## src/rtl/longest_bitonic_subsequence_assert.svh

```systemverilog
// Assertion macros for the longest bitonic subsequence block.
`ifndef LONGEST_BITONIC_SUBSEQUENCE_ASSERT_SVH
`define LONGEST_BITONIC_SUBSEQUENCE_ASSERT_SVH

// Check that cons holds in the same cycle as ante.
`define LBS_ASSERT_SAME(label, clk, rst_n, ante, cons, msg) \
    label: assert property (@(posedge clk) disable iff (!rst_n) (ante) |-> (cons)) \
        else $error(msg);

// Check that cons holds in the cycle after ante.
`define LBS_ASSERT_NEXT(label, clk, rst_n, ante, cons, msg) \
    label: assert property (@(posedge clk) disable iff (!rst_n) (ante) |=> (cons)) \
        else $error(msg);

`endif

```

## src/rtl/lbs_pkg.sv

```systemverilog
// Shared constants and controller/datapath interface types.
`default_nettype none
package lbs_pkg;

    localparam int MAX_LEN_DEF = 1024;
    localparam int VALUE_W     = 31;
    localparam int LENGTH_W    = 11;
    localparam int S_TDATA_W   = 32;
    localparam int M_TDATA_W   = 16;

    typedef struct packed {
        logic load;
        logic row_rd;
        logic pivot;
        logic scan;
        logic wr;
        logic fall;
        logic publish;
    } t_cmd;

    typedef struct packed {
        logic rise_end;
        logic fall_end;
        logic scan_done;
        logic out_free;
    } t_sts;

endpackage
`default_nettype wire

```

## src/rtl/lbs_ctrl.sv

```systemverilog
// Controller: sequences loading, rise rows, fall rows and result hand-off.
`default_nettype none
module lbs_ctrl (
    input  logic          i_clk,
    input  logic          i_rst_n,
    input  logic          i_s_tvalid,
    input  logic          i_s_tlast,
    input  lbs_pkg::t_sts i_sts,
    output lbs_pkg::t_cmd o_cmd
);
    import lbs_pkg::*;

    typedef enum logic [3:0] {
        ST_LOAD,
        ST_R_ROW,
        ST_R_PIV,
        ST_R_SCAN,
        ST_R_WR,
        ST_F_ROW,
        ST_F_PIV,
        ST_F_SCAN,
        ST_F_WR,
        ST_DONE
    } t_state;

    t_state r_state;
    t_state n_state;

    always_ff @(posedge i_clk) begin
        if (!i_rst_n) begin
            r_state <= ST_LOAD;
        end else begin
            r_state <= n_state;
        end
    end

    always_comb begin
        n_state = r_state;
        o_cmd   = '0;
        case (r_state)
            ST_LOAD: begin
                o_cmd.load = 1'b1;
                if (i_s_tvalid && i_s_tlast) begin
                    n_state = ST_R_ROW;
                end
            end
            ST_R_ROW: begin
                o_cmd.row_rd = 1'b1;
                n_state      = ST_R_PIV;
            end
            ST_R_PIV: begin
                o_cmd.pivot = 1'b1;
                n_state     = ST_R_SCAN;
            end
            ST_R_SCAN: begin
                o_cmd.scan = 1'b1;
                if (i_sts.scan_done) begin
                    n_state = ST_R_WR;
                end
            end
            ST_R_WR: begin
                o_cmd.wr = 1'b1;
                n_state  = i_sts.rise_end ? ST_F_ROW : ST_R_ROW;
            end
            ST_F_ROW: begin
                o_cmd.fall   = 1'b1;
                o_cmd.row_rd = 1'b1;
                n_state      = ST_F_PIV;
            end
            ST_F_PIV: begin
                o_cmd.fall  = 1'b1;
                o_cmd.pivot = 1'b1;
                n_state     = ST_F_SCAN;
            end
            ST_F_SCAN: begin
                o_cmd.fall = 1'b1;
                o_cmd.scan = 1'b1;
                if (i_sts.scan_done) begin
                    n_state = ST_F_WR;
                end
            end
            ST_F_WR: begin
                o_cmd.fall = 1'b1;
                o_cmd.wr   = 1'b1;
                n_state    = i_sts.fall_end ? ST_DONE : ST_F_ROW;
            end
            ST_DONE: begin
                if (i_sts.out_free) begin
                    o_cmd.publish = 1'b1;
                    n_state       = ST_LOAD;
                end
            end
            default: begin
                n_state = ST_LOAD;
            end
        endcase
    end

endmodule
`default_nettype wire

```

## config.mk

```make
export PLATFORM = sky130hd
export DESIGN_NAME = lbs_ctrl
export DESIGN_NICKNAME = d
export VERILOG_FILES = /design/src/rtl/longest_bitonic_subsequence_assert.svh /design/src/rtl/lbs_pkg.sv /design/src/rtl/lbs_ctrl.sv
export SDC_FILE = /design/constraint.sdc
export NUM_CORES = 1
export LEC_CHECK = 0
export ABC_AREA = 1
export BUFFER_PORTS_ARGS = -buffer_cell sky130_fd_sc_hd__buf_4
export CORE_AREA = 2 2 39 41
export DETAILED_ROUTE_END_ITERATION = 8
export DIE_AREA = 0 0 41 43
export GPL_ROUTABILITY_DRIVEN = 0
export GPL_TIMING_DRIVEN = 0
export SLEW_MARGIN = 10
export SYNTH_ARGS = -nofsm -noshare
export SYNTH_HDL_FRONTEND = slang
export SYNTH_SLANG_ARGS = --single-unit
```

## constraint.sdc

```tcl
create_clock -name i_clk -period 1.25 [get_ports i_clk]
set_clock_uncertainty 0.05 [all_clocks]
set_input_delay 0.3125 -clock i_clk [delete_from_list [all_inputs] [get_ports i_clk]]
set_output_delay 0.3125 -clock i_clk [all_outputs]
set_load 0.01 [all_outputs]
```

=== Word-level counts from Yosys, hierarchy flattened ===
Cells that the tools add are included.

* Memory bits (writable): 0
* Output and inout port bits: 7
* Memories kept: 0
* Bits in registers: 4
* Bits in read-only memories: 0
* Bits in latches: 0

* Order comparisons: 0
* Shift-type cells: 0
* Reductions and logical operators: 8
* Multipliers: 0
* Add/sub/neg operators: 0
* Multiplexer cells: 15
* Div/mod/pow operators: 0
* Equal/unequal tests: 13
* Bitwise gates (word level): 0

{| class="wikitable"
|+ Operators with widths
! operator !! number
|-
| 4-bit case mux with 10 select lines || 1
|-
| 4-bit two-way mux || 5
|-
| 4-bit by 3-bit equality test with 1-bit output (second input constant) || 4
|-
| 4-bit by 2-bit equality test with 1-bit output (second input constant) || 2
|-
| 4-bit equality test (second input constant) || 2
|-
| 1-bit two-way mux || 8
|-
| 2-bit inequality test (second input constant) || 4
|-
| 2-bit OR reduction || 4
|-
| 4-bit by 1-bit equality test with 1-bit output (second input constant) || 1
|-
| 4-bit zero test || 1
|-
| 4-bit AND reduction || 1
|-
| 4-bit OR reduction || 1
|-
| 3-bit two-way mux || 1
|-
| 1-bit logical AND || 1
|}

=== Logic depth before layout (Yosys ltp) ===
Gate-level depths: netlist (run 1).

* Depth after elaboration: 3
* Mapped depth: 8
* Mapped depth without buffers: 8

=== Worst setup path before layout (run 1) ===
No wires, ideal clock.

* Path kind: reg-to-output
* From: reg r_state[0]
* To: out o_cmd[1] (netlist bit)
* Arrival: 0.845 ns
* Stages on the path, launching flop included: 4
* Buffers on the path: 0
* Slack: 0.042 ns
* Cell sequence: dfxtp_1 nor2_1 nand2_1 nand3_1

{| class="wikitable"
|+ RTL lines
! item !! line !! source
|-
| start: declaration || lbs_ctrl.sv:26 || <nowiki>t_state r_state;</nowiki>
|-
| start signal: assignment || lbs_ctrl.sv:33 || <nowiki>r_state <= n_state;</nowiki>
|-
| end: declaration || lbs_ctrl.sv:9 || <nowiki>output lbs_pkg::t_cmd o_cmd</nowiki>
|}

==> impl_metrics.toml, run 1 <==
[status]
status = "finished with violations"
violations = "negative setup slack"

[worst_setup_path]
cpPeakStageDelay_ps = 370
critical_path.top_delay_family = "flip-flops"
crit_path_end_kind = "output port"
critPathLaunchType = "flip-flop"
arrival_ps = 1110
worstPathRequired_ps = 890
path_buf_inv = 2
crit_fanout = 6
cp_cell_sequence = "inv_2, nand2_2, nand3_2, nand3_1, buf_4"
crit_type = "flip-flop to output port"
slowest_stage = "dfxtp_4"

[layout]
finish.utilization = 0.425
layoutNonFillerInstCount = 99
register_area_um2 = 95.1
design_area_um2 = 588
multiInputGateArea_um2 = 256
mostFrequentLayoutCells = "19 x buf_4, 16 x nand2_1, 6 x nand3_1, 6 x inv_1, 5 x inv_2"
syn2layout_area_growth_pct = 71.5
drive_above_1_share = 0.554
largest-register = "r_state"
diodes = 0
finish.net_count = 93
reg.largest.list = "r_state x4"
fillCellCount = 150
final_common_cell = "buf_4"
largest_reg_flops = 4

[grt]
overflow = 0
antenna_found_initial = 0
grt_start_max_net_pins = 7
grt_pass1_wl_um = 1390
grt.total_usage = 0.119
grt_pass1_vias = 343

[job]
drv_cap = 0

[route]
routed_wl_um = 906
drc = 0
drt_iter0_markers = 8
drtAntennaViolNets = 0
wl_per_cell_um = 9.15
firstDrtPassIters = 4
viasPerCell = 4.54
num_vias = 449

[die]
die_h_um = 43
ios = 15
die_w_um = 41
dieArea_um2 = 1760
core.rowCount = 14
start_util = 0.248
coreArea_um2 = 1380

[timing]
final_max_slew_viol_count = 0
finalSetupTns_ps = -973
setup_viol = 7
hold_viol_final = 0
min_period_ps = 1470
finalHoldWorstSlack_ps = 269
worst_slack_ps = -218
fmax_mhz = 681
rsz0062_at_grt = "yes"
period_share = 1.17
relSlewSlack = 0.881
tightestPinTransition_ps = 177

[logic_synthesis]
syn_nets = 69
synth.top_cell.area_share = 0.234
synthCells = 61
ys_seq_area_frac = 0.234
synth_area_um2 = 343
synth_top_family_by_area = "simple AND/OR/NAND/NOR gates"
syn_avg_cell_area_um2 = 5.62
synthDistinctLibCells = 16
synth.area.top_cells = "dfxtp_1 23%, nand2_1 20%, inv_1 11%, nand3_1 10%, nor2_2 7.3%"
muxShareOfSynthArea = 0
synthXorXnorAreaFrac = 0
synth_seq_cells = 4
synth-simple-area-share = 0.526
yosysTopAreaCell = "dfxtp_1"
synthAdderAreaFrac = 0
yosysWarningCount = 0
synth_compound_area_frac = 0.0985

[clocking]
clock-root-buffer = "clkbuf_4"
cts_tree = "built"
cts_made_buffers = 3
path_clk_slew_ps = 40
clock_sink_count = 4
clockBufferDepth = 2
htreeDepth = 1
clock_latency_ps = 240

[place]
dpl_worst_slack_ps = -161
postPlaceCellArea_um2 = 468
dpl.hpwl_um = 646
placedCellCount = 91
port_buffers = 14

[pwr]
totalPowerFinal_uw = 735
peakVddDrop_v = 0.000753
p_leak_nw = 0.307
power.density_nw_per_um2 = 1250

[min_path]
hp-class = "input pin to flip-flop"
==> final timing paths <==
check	start	endpoint	slack, ps	cells after the start
worst max-delay path	r_state[0]$_SDFFE_PN0P_	o_cmd[1]	-220	5
worst min-delay path	i_rst_n	r_state[0]$_SDFFE_PN0P_	270	3
worst max register to register	r_state[0]$_SDFFE_PN0P_	r_state[3]$_SDFFE_PN0P_	20	6
worst min register to register	r_state[0]$_SDFFE_PN0P_	r_state[0]$_SDFFE_PN0P_	520	2
==> worst min-delay path: stages <==
cell     delay [ps]
buf_4           110
nand2_1          50
nor2_1           30
==> routing by layer <==
layer  vias up  global-route usage  wire length (um)
met5         -                   0                 0
met4         0              0.0400                 0
met3         0              0.0628                38
met2         8               0.172               445
met1       204               0.148               422
li1        237                   -                 -
==> cell families after synthesis <==
logic type / Yosys count
AO/OA/AOI/OAI: 6
buffers and inverters: 13
AND/OR/NAND/NOR: 38
flip-flops: 4
==> final cells by class <==
type,instances,area share
multi-input cells,44,0.436
clock buffers,3,0.0383
inverters,13,0.0872
repair buffers,19,0.243
flip-flops and latches,4,0.162
well taps,16,0.0340
==> synth_stat cells <==
cell type / instances
nand3_1: 7
clkinv_1: 1
nand2_1: 18
nor3_1: 2
dfxtp_1: 4
nor2_2: 4
inv_1: 10
o21ai_1: 1
o21ai_0: 1
nor2_4: 1
nand2_2: 1
nor2_1: 4
inv_2: 2
nand3_2: 1
a21oi_2: 1
a21oi_1: 3
==> power by group <==
group | total, mW | switching, mW | leakage (nW) | internal [mW]
registers | 0.222 | 0.0621 | 0.0356 | 0.160
clock network | 0.161 | 0.0538 | 0.0138 | 0.107
logic | 0.352 | 0.193 | 0.258 | 0.160
==> timing repair <==
item                                    in CTS  in global routing
hold buffers                                 0                  0
endpoints found under the setup margin       9                  9
setup buffers                                4                  1
resized for setup                           18                  5
pin swaps                                    2                  4
Power figures use the tool's default switching activity.
==> run 2: changes to the inputs <==
--- a/config.mk
+++ b/config.mk
@@ -7,6 +7,7 @@
 export LEC_CHECK = 0
 export ABC_AREA = 1
 export BUFFER_PORTS_ARGS = -buffer_cell sky130_fd_sc_hd__buf_4
+export CAP_MARGIN = 20
 export CORE_AREA = 2 2 39 41
 export DETAILED_ROUTE_END_ITERATION = 8
 export DIE_AREA = 0 0 41 43
==> constraint.sdc (replaced) <==
create_clock -name i_clk -period 1.25 [get_ports i_clk]
set_clock_uncertainty 0.05 [all_clocks]
set_input_delay 0.3125 -clock i_clk [delete_from_list [all_inputs] [get_ports i_clk]]
set_output_delay 0.3125 -clock i_clk [all_outputs]
set_load 0.005 [all_outputs]
==> run 2 against run 1 <==
The flow still finishes with violations (negative setup slack); global-route usage unchanged; largest cell class unchanged; worst setup slack improved by 8.3 ps; combinational power decreased by 5%; critical path type unchanged; via count unchanged; sequential share of layout area unchanged; cell count unchanged.
==> impl_metrics.toml, run 2 (synthesis results as in run 1) <==
[status]
status = "finished with violations"
violations = "negative setup slack"

[pwr]
p_leak_nw = 0.307
peakVddDrop_v = 0.000748
power.density_nw_per_um2 = 1220

[route]
firstDrtPassIters = 4
highest_layer = "met3"
num_vias = 449
met3_length_um = 38
viasPerCell = 4.54
routed_wl_um = 906
drtAntennaViolNets = 0
wl_met2_um = 445
wl_per_cell_um = 9.15
wl_met1_um = 422
drt_iter0_markers = 8
drc = 0

[die]
start_util = 0.248
ios = 15
dieArea_um2 = 1760
core.rowCount = 14
die_h_um = 43
die_w_um = 41
coreArea_um2 = 1380

[worst_setup_path]
cp_cell_sequence = "inv_2, nand2_2, nand3_2, nand3_1, buf_4"
crit_fanout = 6
critPathLaunchType = "flip-flop"
crit_type = "flip-flop to output port"
cpPeakStageDelay_ps = 370
crit_path_end_kind = "output port"
worstPathRequired_ps = 890
slowest_stage = "dfxtp_4"
arrival_ps = 1100

[layout]
fillCellCount = 150
design_area_um2 = 588
largest-register = "r_state"
layoutNonFillerInstCount = 99
finish.net_count = 93
drive_above_1_share = 0.554
reg.largest.list = "r_state x4"
syn2layout_area_growth_pct = 71.5
diodes = 0
register_area_um2 = 95.1
largest_reg_flops = 4
mostFrequentLayoutCells = "19 x buf_4, 16 x nand2_1, 6 x nand3_1, 6 x inv_1, 5 x inv_2"
final_common_cell = "buf_4"
multiInputGateArea_um2 = 256

[grt]
overflow = 0
grt_pass1_vias = 343
grt.total_usage = 0.119
antenna_found_initial = 0
grt_pass1_wl_um = 1390
grt_start_max_net_pins = 7

[clocking]
path_clk_slew_ps = 40
clock_sink_count = 4
hold_buffers = 0
clockBufferDepth = 2
htreeDepth = 1
cts_made_buffers = 3
clock_latency_ps = 240
cts_tree = "built"
clock-root-buffer = "clkbuf_4"

[place]
postPlaceCellArea_um2 = 468
dpl.hpwl_um = 646
placedCellCount = 91
port_buffers = 14

[timing]
worst_slack_ps = -210
finalSetupTns_ps = -899
period_share = 1.17
tightestPinTransition_ps = 177
fmax_mhz = 685
relSlewSlack = 0.881
hold_viol_final = 0
rsz0062_at_grt = "yes"
setup_viol = 7
min_period_ps = 1460
final_max_slew_viol_count = 0

[min_path]
hp-class = "input pin to flip-flop"

[job]
drv_cap = 0
==> run 2: repair_timing <==
action                     CTS  global route
hold endpoints to repair     0             0
setup endpoints to repair    9             9
resized for setup           18             5
setup buffers                4             1
pin swaps                    2             4
==> run 2: worst max-delay path: cells and delay by family (launching register included) <==
kind	cells	cell delay [ps]
buf+inv	2	250
simple gates	3	250
flops	1	370
==> run 2: final timing paths <==
check	from	to	slack, ps	depth (start not counted)
worst min-delay path	i_rst_n	r_state[0]$_SDFFE_PN0P_	270	3
worst max-delay path	r_state[0]$_SDFFE_PN0P_	o_cmd[1]	-210	5
worst max register to register	r_state[0]$_SDFFE_PN0P_	r_state[3]$_SDFFE_PN0P_	20	6
worst min register to register	r_state[0]$_SDFFE_PN0P_	r_state[0]$_SDFFE_PN0P_	520	2
==> run 2: layout make-up <==
class	count	area share
tap	16	0.0340
clock buffer	3	0.0383
multi-input combinational	44	0.436
timing repair buffer	19	0.243
sequential	4	0.162
inverter	13	0.0872
==> run 2: power breakdown <==
group	switching (mW)	internal, mW	leakage, nW
Sequential	0.0621	0.160	0.0356
Clock	0.0538	0.107	0.0138
Combinational	0.177	0.158	0.258
==> run 2: routing by layer <==
metal,global-route usage,vias up
met1,0.148,204
li1,-,237
met2,0.172,8
met4,0.0400,0
met3,0.0628,0
met5,0,-
==> run 2: per-stage QoR <==
| stage | hold slack (ps) | utilization | worst slack, ps | total power [mW] |
|---|---|---|---|---|
| finish | 269 | 0.425 | -210 | 0.718 |
| global route | 265 | 0.425 | -259 | 0.781 |
| CTS | 262 | 0.410 | -186 | 0.706 |
| detailed placement | 518 | 0.338 | -151 | 0.468 |
| global placement | 509 | 0.338 | -158 | 0.463 |
| floorplan | 389 | - | 77.5 | 0.354 |
==> run 3: changes to the inputs <==
--- a/config.mk
+++ b/config.mk
@@ -5,13 +5,11 @@
 export SDC_FILE = /design/constraint.sdc
 export NUM_CORES = 1
 export LEC_CHECK = 0
-export ABC_AREA = 1
 export BUFFER_PORTS_ARGS = -buffer_cell sky130_fd_sc_hd__buf_4
 export CAP_MARGIN = 20
 export CORE_AREA = 2 2 39 41
 export DETAILED_ROUTE_END_ITERATION = 8
 export DIE_AREA = 0 0 41 43
-export GPL_ROUTABILITY_DRIVEN = 0
 export GPL_TIMING_DRIVEN = 0
 export SLEW_MARGIN = 10
 export SYNTH_ARGS = -nofsm -noshare
==> run 3 against run 2 <==
The run still ends with negative setup slack left; core utilization increased by 12 points; cell count decreased by 6.1%; maximum frequency decreased by 2.3%; cell area grew 29%; non-clock buffer count grew 13; sequential power is 32% lower; global-route usage is 3.3 points higher; first-iteration DRC count increased by 100%; sequential cell count stayed put; wire length increased by 43%; total power is 7.1% lower; sequential share of layout area decreased by 4.6 points; critical path type unchanged; highest routed layer unchanged.
==> impl_metrics.toml, run 3 <==
[status]
status = "finished with violations"
violations = "negative setup slack"

[route]
wl_met1_um = 563
drt_iter0_markers = 16
drc = 0
met3_length_um = 59
highest_layer = "met3"
num_vias = 459
firstDrtPassIters = 4
drtAntennaViolNets = 0
viasPerCell = 4.94
wl_met2_um = 670
routed_wl_um = 1290
wl_per_cell_um = 13.9

[worst_setup_path]
worstPathRequired_ps = 890
arrival_ps = 1130
critPathLaunch = "r_state[2]$_SDFFE_PN0P_"
crit_path_end_kind = "output port"
slowest_stage = "dfxtp_2"
crit_fanout = 6
cpPeakStageDelay_ps = 310
rr_endpoint = "r_state[3]$_SDFFE_PN0P_"
critPathLaunchType = "flip-flop"
reg2reg_from = "r_state[1]$_SDFFE_PN0P_"
critPathCapture = "o_cmd[0]"
crit_type = "flip-flop to output port"
r2r_cells = 5
rrSetupSlack_ps = -230
cp_cell_sequence = "buf_6, nand2b_4, nor3_2, buf_4"

[pwr]
power.density_nw_per_um2 = 881
peakVddDrop_v = 0.000394
p_leak_nw = 0.321

[die]
start_util = 0.270
ios = 15
die_w_um = 41
coreArea_um2 = 1380
die_h_um = 43
dieArea_um2 = 1760
core.rowCount = 14

[grt]
grt_pass1_vias = 403
overflow = 0
grt_pass1_wl_um = 1830
antenna_found_initial = 0
grt.total_usage = 0.152
grt_start_max_net_pins = 11

[clocking]
clock-root-buffer = "clkbuf_4"
clock_sink_count = 4
clockBufferDepth = 2
cts_tree = "built"
path_clk_slew_ps = 40
htreeDepth = 1
hold_buffers = 0
cts_made_buffers = 3
clock_latency_ps = 240

[logic_synthesis]
synth_common_cells = "5 x nor2_1, 4 x dfxtp_1, 4 x nand2_1"
synthDistinctLibCells = 24
synth_edf_count = 0
ys.flop_type = "dfxtp_1"
yosysMostFrequentCell = "nor2_1"
yosysWarningCount = 0
synth_top_family_by_area = "simple AND/OR/NAND/NOR gates"
async_reset_ff_frac = 0
synthCells = 46
syn_avg_cell_area_um2 = 8.13
ys_seq_area_frac = 0.214
yosysTopAreaCell = "dfxtp_1"
synth_compound_area_frac = 0.294
synth.top_cell.area_share = 0.214
synth_area_um2 = 374
syn_nets = 54
synthAdderAreaFrac = 0
synth_seq_cells = 4
synth.area.top_cells = "dfxtp_1 21%, a2111oi_4 7.4%, buf_6 6.0%, mux2i_1 5.4%, nand2b_1 5.0%"
synthXorXnorAreaFrac = 0
synth-simple-area-share = 0.331
muxShareOfSynthArea = 0.0535

[timing]
period_share = 1.20
final_max_slew_viol_count = 0
worst_slack_ps = -244
hold_viol_final = 0
finalHoldWorstSlack_ps = 225
rsz0062_at_grt = "yes"
tightestPinTransition_ps = 357
fmax_mhz = 669
relSlewSlack = 0.759
setup_viol = 10
min_period_ps = 1490

[layout]
finish.utilization = 0.547
drive_above_1_share = 0.714
largest_reg_flops = 4
final_common_cell = "buf_4"
reg.largest.list = "r_state x4"
diodes = 0
syn2layout_area_growth_pct = 102
finish.net_count = 87
mostFrequentLayoutCells = "20 x buf_4, 11 x buf_6"
largest-register = "r_state"

[place]
dpl_worst_slack_ps = -119
gp_congestion = 0.807
port_buffers = 14

[job]
drv_cap = 0

[min_path]
hp-class = "input pin to flip-flop"
hp-start = "i_sts[1]"
==> run 3: changes by cell type after synthesis, moves of 3 or more <==
cell,delta
nand2_1,-14
nor2_2,-4
inv_1,-8
nand3_1,-7
nand2b_1,+3
==> run 3: cell type report <==
| class | count | area, um2 |
|---|---|---|
| Tap cell | 16 | 20.0 |
| Sequential cell | 4 | 87.6 |
| Timing Repair Buffer | 28 | 240 |
| Fill cell | 122 | 627 |
| Multi-Input combinational cell | 36 | 330 |
| Clock buffer | 3 | 22.5 |
| Inverter | 2 | 7.51 |
| Buffer | 4 | 48.8 |
==> run 3: worst max-delay path, delay by kind of cell (launching register included) <==
kind | cells | cell delay [ps]
DFF | 1 | 310
buffers and inverters | 2 | 260
and+or+nand+nor | 2 | 330
==> run 3: metal layers <==
layer,track usage,up-vias
li1,-,229
met1,0.205,211
met4,0.0600,0
met3,0.0314,0
met5,0,-
met2,0.228,19
==> run 3: power by group <==
| part | total (mW) | switching (mW) | internal (mW) |
|---|---|---|---|
| logic | 0.348 | 0.146 | 0.201 |
| registers | 0.151 | 0.00933 | 0.141 |
| clock network | 0.168 | 0.0604 | 0.108 |
==> run 3: logic make-up (layout without fill, tap and decap cells) <==
| logic type | Yosys count | after routing |
|---|---|---|
| flip-flops | 4 | 4 |
| AND/OR/NAND/NOR | 23 | 23 |
| AO/OA/AOI/OAI | 11 | 11 |
| buffers and inverters | 6 | 37 |
| multiplexers | 2 | 2 |
==> run 3: stage by stage <==
stage / cell area (um2) / cells / total power [mW] / setup TNS [ps]
global placement: 499 / 76 / 0.332 / -602
CTS: 664 / 86 / 0.613 / -1880
floorplan: 374 / 46 / 0.266 / 0
detailed placement: 499 / 76 / 0.334 / -659
finish: 757 / 93 / 0.667 / -1980
global route: 757 / 93 / 0.701 / -2520
==> run 3: what timing repair did <==
item                                    4_1_cts  5_1_grt
buffers inserted                              5        7
gates cloned                                  2        0
resized for setup                            28       13
pin swaps                                    10        8
endpoints found under the setup margin       10       10
==> run 3: worst min path at each step <==
stage	to	slack [ps]	cells after the start
4_1_cts	r_state[1]$_SDFFE_PN0P_	220	2
3_5_place_dp	r_state[1]$_SDFFE_PN0P_	480	2
2_1_floorplan	r_state[1]$_SDFFE_PN0P_	370	1
3_3_place_gp	r_state[1]$_SDFFE_PN0P_	480	2
5_1_grt	r_state[1]$_SDFFE_PN0P_	230	2
6_report	r_state[1]$_SDFFE_PN0P_	220	2
